===== config.mk =====
export PLATFORM = sky130hd
export DESIGN_NAME = kmer_read_vote_classifier
export DESIGN_NICKNAME = d
export VERILOG_FILES = /design/src/krvc_pkg.sv /design/src/kmer_read_vote_classifier.sv
export VERILOG_INCLUDE_DIRS = /design/src /design/src/src
export SDC_FILE = /design/constraint.sdc
export NUM_CORES = 2
export LEC_CHECK = 0
export BUFFER_PORTS_ARGS = -buffer_cell sky130_fd_sc_hd__buf_2
export CAP_MARGIN = 0
export CORE_AREA = 2 2 286 500
export DETAILED_ROUTE_END_ITERATION = 8
export DIE_AREA = 0 0 288 502
export PLACE_DENSITY = 0.65
export SYNTH_ARGS = -nofsm -noshare
export SYNTH_HDL_FRONTEND = slang
export SYNTH_SLANG_ARGS = --single-unit
export TNS_END_PERCENT = 5

===== constraint.sdc =====
create_clock -name clk -period 19.3 [get_ports clk]
set_input_delay 1.93 -clock clk [delete_from_list [all_inputs] [get_ports clk]]
set_output_delay 1.93 -clock clk [all_outputs]
set_load 0.05 [all_outputs]

===== src/kmer_read_vote_classifier_defines.svh =====
// Assertion macros for the k-mer read vote classifier.
`ifndef KMER_READ_VOTE_CLASSIFIER_DEFINES_SVH
`define KMER_READ_VOTE_CLASSIFIER_DEFINES_SVH

`ifndef SYNTH
// Same-cycle implication, disabled while reset is asserted.
`define KRVC_ASSERT_NOW(lbl, clk_i, rstn_i, ante, cons, msg) \
	lbl: assert property (@(posedge clk_i) disable iff (!(rstn_i)) (ante) |-> (cons)) \
		else $error(msg);
// Next-cycle implication, disabled while reset is asserted.
`define KRVC_ASSERT_NXT(lbl, clk_i, rstn_i, ante, cons, msg) \
	lbl: assert property (@(posedge clk_i) disable iff (!(rstn_i)) (ante) |=> (cons)) \
		else $error(msg);
`else
`define KRVC_ASSERT_NOW(lbl, clk_i, rstn_i, ante, cons, msg)
`define KRVC_ASSERT_NXT(lbl, clk_i, rstn_i, ante, cons, msg)
`endif

`endif


===== src/krvc_pkg.sv =====
// Types, codes and helpers of the k-mer read vote classifier.
package krvc_pkg;

	// Result verdict codes
	typedef enum logic [1:0] {
		VERDICT_UNMAPPED  = 2'd0,
		VERDICT_UNIQUE    = 2'd1,
		VERDICT_AMBIGUOUS = 2'd2
	} verdict_t;

	// Configuration register indexes
	localparam int CFG_IDX_W = 2;
	localparam int CFG_DATA_W = 17;
	localparam logic [CFG_IDX_W-1:0] CFG_COVERAGE_LIMIT = 2'd0;
	localparam logic [CFG_IDX_W-1:0] CFG_RATIO_LIMIT    = 2'd1;
	localparam logic [CFG_IDX_W-1:0] CFG_SHARE_OF_TOTAL = 2'd2;
	localparam logic [CFG_IDX_W-1:0] CFG_SENSITIVE_MODE = 2'd3;

	// Field widths
	localparam int GENOME_W = 6;
	localparam int KMERS_W = 16;
	localparam int HITS_W = 16;
	localparam int COVERAGE_W = 17;
	localparam int RATIO_W = 16;
	localparam logic [RATIO_W-1:0] RATIO_RESET = 16'd256;

	// Clamp a count to the 16-bit result field
	function automatic logic [HITS_W-1:0] sat16(logic [31:0] v);
		logic [HITS_W-1:0] r;
		r = (v > 32'd65535) ? 16'hFFFF : v[HITS_W-1:0];
		return r;
	endfunction

endpackage


===== src/kmer_read_vote_classifier.sv =====
// Top level of the k-mer read vote classifier: per-genome hit counts and read verdicts.
//
//  channel | handshake            | payload
//  --------+----------------------+--------------------------------------------
//  in      | in_valid / in_stall  | hit_genome, hit_present, read_end, read_kmers
//  out     | out_valid / out_stall| verdict, match_genome, match_hits, run_end
//  cfg     | cfg_we               | cfg_index, cfg_data
//
//  Hit items enter one per cycle while in_stall is low; the count memory does
//  read-modify-write with forwarding between back-to-back hits on the same genome.
//  The read's last item starts a scan of the count memory: a drain step, a find pass
//  over all genomes for the dominant one, the coverage test (multiply, decide), then
//  per-genome read, multiply, test to list and clear, a last result; intake is stalled.
//  out_stall holds the listing until the output register frees up.
//  After reset a clearing pass over all genomes zeroes the memory before intake opens.
module kmer_read_vote_classifier #(
	parameter int GENOMES = 64,
	parameter int COUNT_WIDTH = 16
) (
	input  logic                                 clk,
	input  logic                                 arst_n,
	// configuration
	input  logic                                 cfg_we,
	input  logic [krvc_pkg::CFG_IDX_W-1:0]       cfg_index,
	input  logic [krvc_pkg::CFG_DATA_W-1:0]      cfg_data,
	// input items
	input  logic                                 in_valid,
	output logic                                 in_stall,
	input  logic [krvc_pkg::GENOME_W-1:0]        hit_genome,
	input  logic                                 hit_present,
	input  logic                                 read_end,
	input  logic [krvc_pkg::KMERS_W-1:0]         read_kmers,
	// result items
	output logic                                 out_valid,
	input  logic                                 out_stall,
	output logic [1:0]                           verdict,
	output logic [krvc_pkg::GENOME_W-1:0]        match_genome,
	output logic [krvc_pkg::HITS_W-1:0]          match_hits,
	output logic                                 run_end
);

`include "kmer_read_vote_classifier_defines.svh"

	localparam int AW = $clog2(GENOMES);
	localparam int CW = COUNT_WIDTH;
	localparam int DNW = (CW > krvc_pkg::KMERS_W) ? CW : krvc_pkg::KMERS_W;
	localparam int CPW = krvc_pkg::COVERAGE_W + DNW;
	localparam int RPW = krvc_pkg::RATIO_W + CW;
	localparam logic [AW-1:0] LAST_ID = AW'(GENOMES - 1);
	localparam logic [CW-1:0] CNT_MAX = '1;

	typedef enum logic [3:0] {
		ST_CLR,
		ST_IDLE,
		ST_DRAIN,
		ST_FIND,
		ST_FIND_END,
		ST_COV,
		ST_DEC,
		ST_RD,
		ST_MUL,
		ST_TEST,
		ST_LAST
	} state_t;

	state_t state_q;

	// configuration registers
	logic [krvc_pkg::COVERAGE_W-1:0] cov_q;
	logic [krvc_pkg::RATIO_W-1:0]    ratio_q;
	logic                            share_q;
	logic                            sens_q;

	// count memory
	logic [CW-1:0] mem [GENOMES];
	logic [CW-1:0] rd_q;
	logic [AW-1:0] mem_ra;
	logic          mem_we;
	logic [AW-1:0] mem_wa;
	logic [CW-1:0] mem_wd;

	// hit update pipeline
	logic          s1_v;
	logic [AW-1:0] s1_addr;
	logic          s2_v;
	logic [AW-1:0] s2_addr;
	logic [CW-1:0] s2_cnt;
	logic [CW-1:0] upd_cur;
	logic [CW-1:0] upd_nxt;

	// scan state
	logic [AW-1:0]  ptr_q;
	logic           f_v_s1;
	logic [AW-1:0]  f_addr_s1;
	logic [CW-1:0]  best_q;
	logic [AW-1:0]  best_id_q;
	logic [CW-1:0]  hit_total_q;
	logic [krvc_pkg::KMERS_W-1:0] kmers_q;
	logic [CPW-1:0] cov_prod_q;
	logic [CW-1:0]  cnt_q;
	logic [RPW-1:0] rat_prod_q;
	logic           unm_q;
	logic           amb_q;
	logic [AW-1:0]  pend_id_q;
	logic [CW-1:0]  pend_cnt_q;

	// output register
	logic                          out_valid_q;
	krvc_pkg::verdict_t            verdict_q;
	logic [krvc_pkg::GENOME_W-1:0] genome_q;
	logic [krvc_pkg::HITS_W-1:0]   hits_q;
	logic                          run_end_q;

	logic           in_acc;
	logic           hit_ok;
	logic           out_free;
	logic           out_load;
	logic [DNW-1:0] denom;
	logic           cov_lt;
	logic           unmapped;
	logic           list_match;

	// intake opens only between reads
	assign in_stall = (state_q != ST_IDLE);
	assign in_acc = in_valid && !in_stall;
	assign hit_ok = hit_present && (32'(hit_genome) < GENOMES);
	assign out_free = !out_valid_q || !out_stall;

	// load the output register on a listed genome or the read's last result
	assign out_load = out_free && (((state_q == ST_TEST) && list_match) ||
		(state_q == ST_LAST));

	// forward the previous write when the same genome follows
	assign upd_cur = (s2_v && (s2_addr == s1_addr)) ? s2_cnt : rd_q;
	assign upd_nxt = (upd_cur == CNT_MAX) ? upd_cur : upd_cur + 1'b1;

	// read address: hit genome while counting, scan pointer otherwise
	always_comb begin
		mem_ra = ptr_q;
		if (state_q == ST_IDLE) begin
			mem_ra = AW'(hit_genome);
		end
	end

	// write: count update, reset clearing, or clear behind the listing
	assign mem_we = s1_v || (state_q == ST_CLR) || (state_q == ST_MUL);
	assign mem_wa = s1_v ? s1_addr : ptr_q;
	assign mem_wd = s1_v ? upd_nxt : '0;

	// decision arithmetic
	assign denom = share_q ? DNW'(kmers_q) : DNW'(hit_total_q);
	assign cov_lt = CPW'({best_q, 16'h0000}) < cov_prod_q;
	assign unmapped = (best_q == '0) || (!sens_q && cov_lt);
	assign list_match = !unm_q && (cnt_q != '0) && (ptr_q != best_id_q) &&
		(sens_q || (RPW'({best_q, 8'h00}) < rat_prod_q));

	// count memory, one write and one registered read port
	always_ff @(posedge clk) begin
		if (mem_we) begin
			mem[mem_wa] <= mem_wd;
		end
		rd_q <= mem[mem_ra];
	end

	// hit update pipeline
	always_ff @(posedge clk or negedge arst_n) begin
		if (!arst_n) begin
			s1_v <= 1'b0;
			s1_addr <= '0;
			s2_v <= 1'b0;
			s2_addr <= '0;
			s2_cnt <= '0;
		end else begin
			s1_v <= in_acc && hit_ok;
			s1_addr <= AW'(hit_genome);
			s2_v <= s1_v;
			s2_addr <= s1_addr;
			s2_cnt <= upd_nxt;
		end
	end

	// configuration writes
	always_ff @(posedge clk or negedge arst_n) begin
		if (!arst_n) begin
			cov_q <= '0;
			ratio_q <= krvc_pkg::RATIO_RESET;
			share_q <= 1'b0;
			sens_q <= 1'b0;
		end else if (cfg_we) begin
			unique case (cfg_index)
				krvc_pkg::CFG_COVERAGE_LIMIT: cov_q <= cfg_data;
				krvc_pkg::CFG_RATIO_LIMIT: ratio_q <= cfg_data[krvc_pkg::RATIO_W-1:0];
				krvc_pkg::CFG_SHARE_OF_TOTAL: share_q <= cfg_data[0];
				krvc_pkg::CFG_SENSITIVE_MODE: sens_q <= cfg_data[0];
			endcase
		end
	end

	// sequencer, scan registers and output register
	always_ff @(posedge clk or negedge arst_n) begin
		if (!arst_n) begin
			state_q <= ST_CLR;
			ptr_q <= '0;
			f_v_s1 <= 1'b0;
			f_addr_s1 <= '0;
			best_q <= '0;
			best_id_q <= '0;
			hit_total_q <= '0;
			kmers_q <= '0;
			cov_prod_q <= '0;
			cnt_q <= '0;
			rat_prod_q <= '0;
			unm_q <= 1'b0;
			amb_q <= 1'b0;
			pend_id_q <= '0;
			pend_cnt_q <= '0;
			out_valid_q <= 1'b0;
			verdict_q <= krvc_pkg::VERDICT_UNMAPPED;
			genome_q <= '0;
			hits_q <= '0;
			run_end_q <= 1'b0;
		end else begin
			// raise valid on a new result, drop it once taken
			if (out_load) begin
				out_valid_q <= 1'b1;
			end else if (!out_stall) begin
				out_valid_q <= 1'b0;
			end

			// track the dominant genome behind the find reads
			f_v_s1 <= (state_q == ST_FIND);
			f_addr_s1 <= ptr_q;
			if (f_v_s1 && (rd_q > best_q)) begin
				best_q <= rd_q;
				best_id_q <= f_addr_s1;
			end

			unique case (state_q)
				ST_CLR: begin
					if (ptr_q == LAST_ID) begin
						ptr_q <= '0;
						state_q <= ST_IDLE;
					end else begin
						ptr_q <= ptr_q + 1'b1;
					end
				end
				ST_IDLE: begin
					if (in_acc && hit_ok && (hit_total_q != CNT_MAX)) begin
						hit_total_q <= hit_total_q + 1'b1;
					end
					if (in_acc && read_end) begin
						kmers_q <= read_kmers;
						state_q <= ST_DRAIN;
					end
				end
				ST_DRAIN: begin
					best_q <= '0;
					best_id_q <= '0;
					ptr_q <= '0;
					state_q <= ST_FIND;
				end
				ST_FIND: begin
					if (ptr_q == LAST_ID) begin
						state_q <= ST_FIND_END;
					end else begin
						ptr_q <= ptr_q + 1'b1;
					end
				end
				ST_FIND_END: begin
					state_q <= ST_COV;
				end
				ST_COV: begin
					cov_prod_q <= CPW'(cov_q) * CPW'(denom);
					state_q <= ST_DEC;
				end
				ST_DEC: begin
					unm_q <= unmapped;
					amb_q <= 1'b0;
					pend_id_q <= unmapped ? '0 : best_id_q;
					pend_cnt_q <= unmapped ? '0 : best_q;
					hit_total_q <= '0;
					ptr_q <= '0;
					state_q <= ST_RD;
				end
				ST_RD: begin
					state_q <= ST_MUL;
				end
				ST_MUL: begin
					cnt_q <= rd_q;
					rat_prod_q <= RPW'(ratio_q) * RPW'(rd_q);
					state_q <= ST_TEST;
				end
				ST_TEST: begin
					if (!list_match || out_free) begin
						// emit the held result, keep this genome pending
						if (list_match) begin
							verdict_q <= krvc_pkg::VERDICT_AMBIGUOUS;
							genome_q <= krvc_pkg::GENOME_W'(pend_id_q);
							hits_q <= krvc_pkg::sat16(32'(pend_cnt_q));
							run_end_q <= 1'b0;
							pend_id_q <= ptr_q;
							pend_cnt_q <= cnt_q;
							amb_q <= 1'b1;
						end
						if (ptr_q == LAST_ID) begin
							state_q <= ST_LAST;
						end else begin
							ptr_q <= ptr_q + 1'b1;
							state_q <= ST_RD;
						end
					end
				end
				ST_LAST: begin
					if (out_free) begin
						if (unm_q) begin
							verdict_q <= krvc_pkg::VERDICT_UNMAPPED;
						end else if (amb_q) begin
							verdict_q <= krvc_pkg::VERDICT_AMBIGUOUS;
						end else begin
							verdict_q <= krvc_pkg::VERDICT_UNIQUE;
						end
						genome_q <= krvc_pkg::GENOME_W'(pend_id_q);
						hits_q <= krvc_pkg::sat16(32'(pend_cnt_q));
						run_end_q <= 1'b1;
						ptr_q <= '0;
						state_q <= ST_IDLE;
					end
				end
				default: begin
					state_q <= ST_IDLE;
				end
			endcase
		end
	end

	assign out_valid = out_valid_q;
	assign verdict = verdict_q;
	assign match_genome = genome_q;
	assign match_hits = hits_q;
	assign run_end = run_end_q;

	// the read's last item starts the drain before the scan
	`KRVC_ASSERT_NXT(a_end_starts_drain, clk, arst_n, in_acc && read_end, state_q == ST_DRAIN, "end item did not start the scan")
	// an unmapped result is a single blank item
	`KRVC_ASSERT_NOW(a_unmapped_blank, clk, arst_n, out_valid && (verdict == krvc_pkg::VERDICT_UNMAPPED), (match_genome == '0) && (match_hits == '0) && run_end, "malformed unmapped result")
	// the find pass and decision never touch the count memory
	`KRVC_ASSERT_NOW(a_no_write_in_find, clk, arst_n, (state_q == ST_FIND) || (state_q == ST_FIND_END) || (state_q == ST_COV) || (state_q == ST_DEC), !mem_we, "count memory written during the find pass")
	// the final step always hands out the read's last result
	`KRVC_ASSERT_NXT(a_last_gives_run_end, clk, arst_n, (state_q == ST_LAST) && out_free, out_valid && run_end, "last result missing run_end")

endmodule

## Yosys cells after proc, flatten, opt, wreduce, memory -nomap -nowiden

Memories as Yosys holds them, arrays and structs flattened. A register that Yosys moved wholly into a read port is not among the register bits.
Cells that the tools add are included.

- Flip-flop bits (word level): 267
- RAM bits: 1,024
- Input port bits: 48
- Output and inout bits: 27
- Word-level logic and storage cells: 167
- Memories: 1

Memories:

| memory | depth | bits a word | read ports | clocked after memory_dff | write ports | RTL line | source |
|---|---|---|---|---|---|---|---|
| mem | 64 | 16 | 1 | 1 | 1 | kmer_read_vote_classifier.sv:75 | `logic [CW-1:0] mem [GENOMES];` |

- $add $sub $neg: 3
- Multiply operators: 2
- $lt $le $gt $ge: 3
- Eq/ne operators: 27
- Muxes and demuxes: 57
- Reductions and logical operators: 45

Operators by type and width:

| kind | count |
|---|---|
| 16-bit 2-to-1 mux | 13 |
| 16-bit case mux with 2 select lines | 3 |
| 6-bit 2-to-1 mux | 14 |
| 4-bit case mux with 11 select lines | 1 |
| 32-bit by 33-bit less-than comparator with 1-bit output | 1 |
| 17-bit by 16-bit multiplier with 33-bit output | 1 |
| 16-bit by 1-bit adder with 16-bit output (second input constant) | 2 |
| 24-bit by 32-bit less-than comparator with 1-bit output | 1 |
| 16-bit by 16-bit multiplier with 32-bit output | 1 |
| 6-bit case mux with 5 select lines | 1 |
| 4-bit 2-to-1 mux | 6 |
| 6-bit case mux with 2 select lines | 2 |
| 16-bit == test (second input constant) | 1 |
| 4-bit by 3-bit == test with 1-bit output (second input constant) | 4 |
| 16-bit greater-than comparator | 1 |
| 16-bit zero test | 1 |
| 16-bit != test (second input constant) | 1 |
| 16-bit nonzero test | 1 |
| 4-bit == test (second input constant) | 3 |
| 1-bit logical AND | 12 |
| 2-bit by 1-bit != test with 1-bit output (second input constant) | 6 |
| 2-bit AND reduction | 6 |
| 2-bit 2-to-1 mux | 5 |
| 1-bit 2-to-1 mux | 9 |
| other kinds (22) | 41 |

## Longest topological paths before layout

- Word-level depth: 8
- Depth in mapped cells: 25
- Gate-level depth less buffers: 22

## Worst setup path after synthesis

OpenSTA, ideal clock, no wires.

- Path type: reg-to-reg
- From: register share_q
- To: register cov_prod_q[28]
- Setup time: 0.136 ns
- Data arrival time: 6.608 ns
- Data required time: 19.164 ns
- Setup slack: 12.557 ns
- Cell stages (with the launch flop): 26
- Buffers on the path: 3
- Clock period less this slack: 6.743 ns
- Cell sequence: dfrtp_1 > clkbuf_1 > clkbuf_1 > mux2_2 > clkbuf_1 > nand2_1 > fa_1 > inv_1 > fa_1 > inv_1 > fa_1 > inv_1 > fa_1 > fa_1 > inv_1 > fa_1 > inv_1 > ha_1 > and4_1 > a311oi_1 > nand3b_1 > o21a_1 > a311o_1 > a21oi_1 > xor2_1 > o21ai_0

- Word-level cells in the longest chain between the ends: 2

RTL lines:

| element | RTL line | source |
|---|---|---|
| start: declaration | kmer_read_vote_classifier.sv:71 | `logic share_q;` |
| start signal: assignment | kmer_read_vote_classifier.sv:193 | `krvc_pkg::CFG_SHARE_OF_TOTAL: share_q <= cfg_data[0];` |
| 16-bit 2-to-1 mux | kmer_read_vote_classifier.sv:151 | `assign denom = share_q ? DNW'(kmers_q) : DNW'(hit_total_q);` |
| 17-bit by 16-bit multiplier with 33-bit output | kmer_read_vote_classifier.sv:273 | `cov_prod_q <= CPW'(cov_q) * CPW'(denom);` |
| end signal: assignment | kmer_read_vote_classifier.sv:273 |  |
| end: declaration | kmer_read_vote_classifier.sv:99 | `logic [CPW-1:0] cov_prod_q;` |

Every way passes these cells.
A chain may end at the register's enable or synchronous reset.

## Final worst setup path

- From: register share_q
- To: register cov_prod_q[31]

The elaborated chain is that of the path after synthesis.

==> key figures <==
Floorplan
  • Core ar.: 140000 sq um
  • Die extent in x: ~290 microns
  • I/O Pins: 75
  • Die Ht: around 500 microns
  • Site Rows: roughly 180
  • Initial Util: 0.497
  • Die area: around 140000 sq um

Cells and area
  • Layout cells sized above 1: 0.148
  • Final instance area: ~76000 sq um
  • Final #Nets: between 5000 and 6000
  • Area growth from synthesis to layout: 9.38%

Hold path
  • Hold WC Path Type: flip-flop to flip-flop
  • Hold_sp: s1_addr[4]$_DFF_PN0_
  • End of the worst hold path: s2_addr[4]$_DFF_PN0_
  • Hold path cells: 0

Route
  • # DRC: 0
  • Total Wirelength: 180000 microns
  • DR WL/cell: about 26 microns
  • Detailed Route Iter0 Violations: between 3000 and 4000
  • 1st-pass router iterations: 7
  • Final ANT Viol Nets: 0
  • Vias per cell: about 5.9
  • Via Count: 41220

Yosys
  • Yosys warning count: 0
  • Top cells by count, synth: 1024 x edfxtp_1, 531 x inv_1, 505 x nand2_1
  • Syn Inst Count: roughly 5000
  • Cell taking the most area after synthesis: edfxtp_1
  • Most frequent cell after synthesis: edfxtp_1
  • Synthesized Nets: roughly 5700
  • Synth top area share: 0.441
  • Post-synth EDFFs: around 1000
  • Register area share after synthesis: 0.541
  • Synth Register Bits: between 1000 and 1500
  • Unique cell type count in the Yosys netlist: between 70 and 80
  • Syn avg cell area: between 10 and 15 sq um
  • Mapped cell area: ~70000 sq um
  • Async S/R FF share, synth: 0.204
  • Synth Flop Type: edfxtp_1
  • Ranking of synthesized cells by area: edfxtp_1 44%, fa_1 12%, dfrtp_1 9.5%

Critical path
  • Critical path arrival: 7800 ps
  • Worst Path Max Fanout: 19
  • Reg2reg path depth: 22
  • R2r endpoint: cov_prod_q[31]$_DFFE_PN0P_
  • Crit path largest cell delay: about 840 ps
  • Setup CP Type: flip-flop to flip-flop
  • Crit-path cells: mux2_2 > nand2_1 > fa_1 > inv_1 > fa_1 > inv_1 > fa_1 > inv_1 > fa_1 > fa_1 > inv_1 > fa_1 > inv_1 > ha_1 > a21o_1 > o21bai_1 > nand3b_1 > o21ai_0 > a21oi_1 > a211oi_1 > mux2i_1 > o311ai_0
  • Worst R2R Setup Slack: about 12000 ps
  • Critical path endpoint category: flip-flop
  • Critical Path Start Type: flip-flop
  • Cell with the largest stage delay on the worst path: dfrtp_1
  • WP data required: 19850 ps
  • Crit path top cell by count: fa_1
  • Reg2reg start: share_q$_DFFE_PN0P_

Timing
  • Peak Freq: 138 MHz
  • Fin. max-slew vios: 0
  • Crit path time final: approximately 7300 ps
  • RSZ-0062 raised after global routing: no
  • Endpoints failing hold: 0
  • Clk_skew: 74.7 ps
  • TNS Setup: 0 ps
  • Relative slew slack: 0.175
  • Worst-margin pin slew: 1240 ps
  • Hold slack final: 446 ps
  • Final setup fails: 0
  • Final setup margin: 12040 ps
  • Fin crit share: 0.376

Placement
  • Placer Congestion: roughly 0.89
  • DPL Wire Length: around 120000 microns
  • Pre-CTS setup slack: roughly 12000 ps
  • Cell Area, Placed: 72700 sq um
  • Port bufs: 74

Power and ir drop
  • Pwr dens: roughly 72 nW/um^2
  • Worst vdd ir: around 73 uV
  • P_leak: 28.2 nW
  • Power Total: about 5.5 mW

Clocking
  • Post-CTS sizing: 0
  • CTS root buf: clkbuf_16
  • Hold buffers post-CTS: 0
  • Clk_lat worst skew: 780 ps
  • Reg clk slew, reported paths: approximately 70 ps
  • H-tree depth: 3
  • Max Root-Sink Buffers: 3
  • CTS Sinks: between 1000 and 1500
  • CTS tree: yes
  • CTS buffer count: about 110
  • Post-CTS Setup Repair Bufs: 0

Job
  • Max Cap Viol: 0

GRT
  • Largest net degree at the start of global routing: roughly 140
  • Initial antenna violation count: 12
  • Vias in the first global route: ~44000
  • First-pass GRT wire length: about 270000 microns
  • Congestion Overflow GR: 0
  • GRT Total Usage: 0.255

Run status
  • Outcome: complete, no violations
[where the power goes]
group	total (mW)	internal, mW	switching [mW]
Sequential	3.16	3.05	0.111
Combinational	0.139	0.0573	0.0814
Clock	2.22	1.16	1.06
[per-layer routing]
metal	share of wire	global-route usage	vias up
met4	0.065	0.149	16
met5	0.00054	0	-
met3	0.051	0.0338	496
li1	-	-	17883
met2	0.54	0.466	1374
met1	0.35	0.280	21451
[cells in the final DEF (no fill, tap or decap), types with 16 or more instances in the layout]
cell type,instances
clkinv_1,21
xor2_1,38
dfxtp_1,16
a22oi_1,21
nand3_1,65
clkbuf_1,23
clkinv_2,24
and2_1,211
o21ai_0,148
edfxtp_1,1024
ha_1,260
a21o_1,40
o31ai_1,22
clkbuf_16,113
nand4_1,23
mux4_2,256
nor2b_1,57
mux2i_1,149
buf_4,127
or4_1,18
o22ai_1,66
nand2_1,503
a21oi_1,105
dfrtp_1,266
fa_1,402
nor2_1,139
buf_2,73
o21a_1,22
inv_1,531
xnor2_1,43
nor3_1,23
mux2_2,94
[through the flow]
stage / cells / utilization
after floorplan: 4986 / -
after global placement: 6795 / 0.518
after detailed placement: 6795 / 0.518
after CTS: 7005 / 0.544
after global routing: 7011 / 0.544
final: 7013 / 0.544
[final cells by class]
| cell class | instances | area (sq um) |
|---|---|---|
| Antenna cell | 8 | 20.0 |
| Fill cell | 11538 | 63900 |
| Timing Repair Buffer | 206 | 1430 |
| Clock buffer | 141 | 2980 |
| Clock inverter | 69 | 623 |
| Tap cell | 1840 | 2300 |
| Sequential cell | 1307 | 37800 |
| Inverter | 531 | 1990 |
| Multi-Input combinational cell | 2911 | 29200 |
[registers in the layout, indices dropped and copies added, names as in the netlist, 4 cells and up]
signal        flops
mem            1024
cov_prod_q       33
rat_prod_q       32
cov_q            17
best_q           16
cnt_q            16
hit_total_q      16
kmers_q          16
match_hits       16
pend_cnt_q       16
ratio_q          16
rd_q             16
s2_cnt           16
best_id_q         6
f_addr_s1         6
match_genome      6
pend_id_q         6
ptr_q             6
s1_addr           6
s2_addr           6
state_q           4
[worst max-delay path: cells and delay by family, from the launching register on]
kind | cells | cell delay, ps
compound gates | 6 | 1500
fa+ha+maj | 7 | 3360
buf+inv | 5 | 250
flops | 1 | 840
mux | 2 | 750
simple gates | 2 | 310
[how the worst max path moves through the flow]
stage / startpoint / depth (start not counted) / end / slack (ps)
2_1_floorplan: share_q$_DFFE_PN0P_ / 25 / cov_prod_q[28]$_DFFE_PN0P_ / 12560
3_3_place_gp: share_q$_DFFE_PN0P_ / 22 / cov_prod_q[31]$_DFFE_PN0P_ / 12160
3_5_place_dp: share_q$_DFFE_PN0P_ / 22 / cov_prod_q[31]$_DFFE_PN0P_ / 12120
4_1_cts: share_q$_DFFE_PN0P_ / 22 / cov_prod_q[31]$_DFFE_PN0P_ / 12060
5_1_grt: share_q$_DFFE_PN0P_ / 22 / cov_prod_q[31]$_DFFE_PN0P_ / 11670
6_report: share_q$_DFFE_PN0P_ / 22 / cov_prod_q[31]$_DFFE_PN0P_ / 12040
[cell families (layout without fill, tap and decap cells)]
| family | after synthesis | after routing | synth area share |
|---|---|---|---|
| flops | 1307 | 1307 | 0.541 |
| simple gates | 1155 | 1155 | 0.0802 |
| buf+inv | 768 | 947 | 0.0417 |
| fa+ha+maj | 662 | 662 | 0.162 |
| compound gates | 511 | 511 | 0.0453 |
| mux | 502 | 502 | 0.120 |
| xor+xnor | 81 | 81 | 0.0102 |
| other cells | 0 | 8 | 0 |
Note: power is estimated with default switching activity, not from simulation.
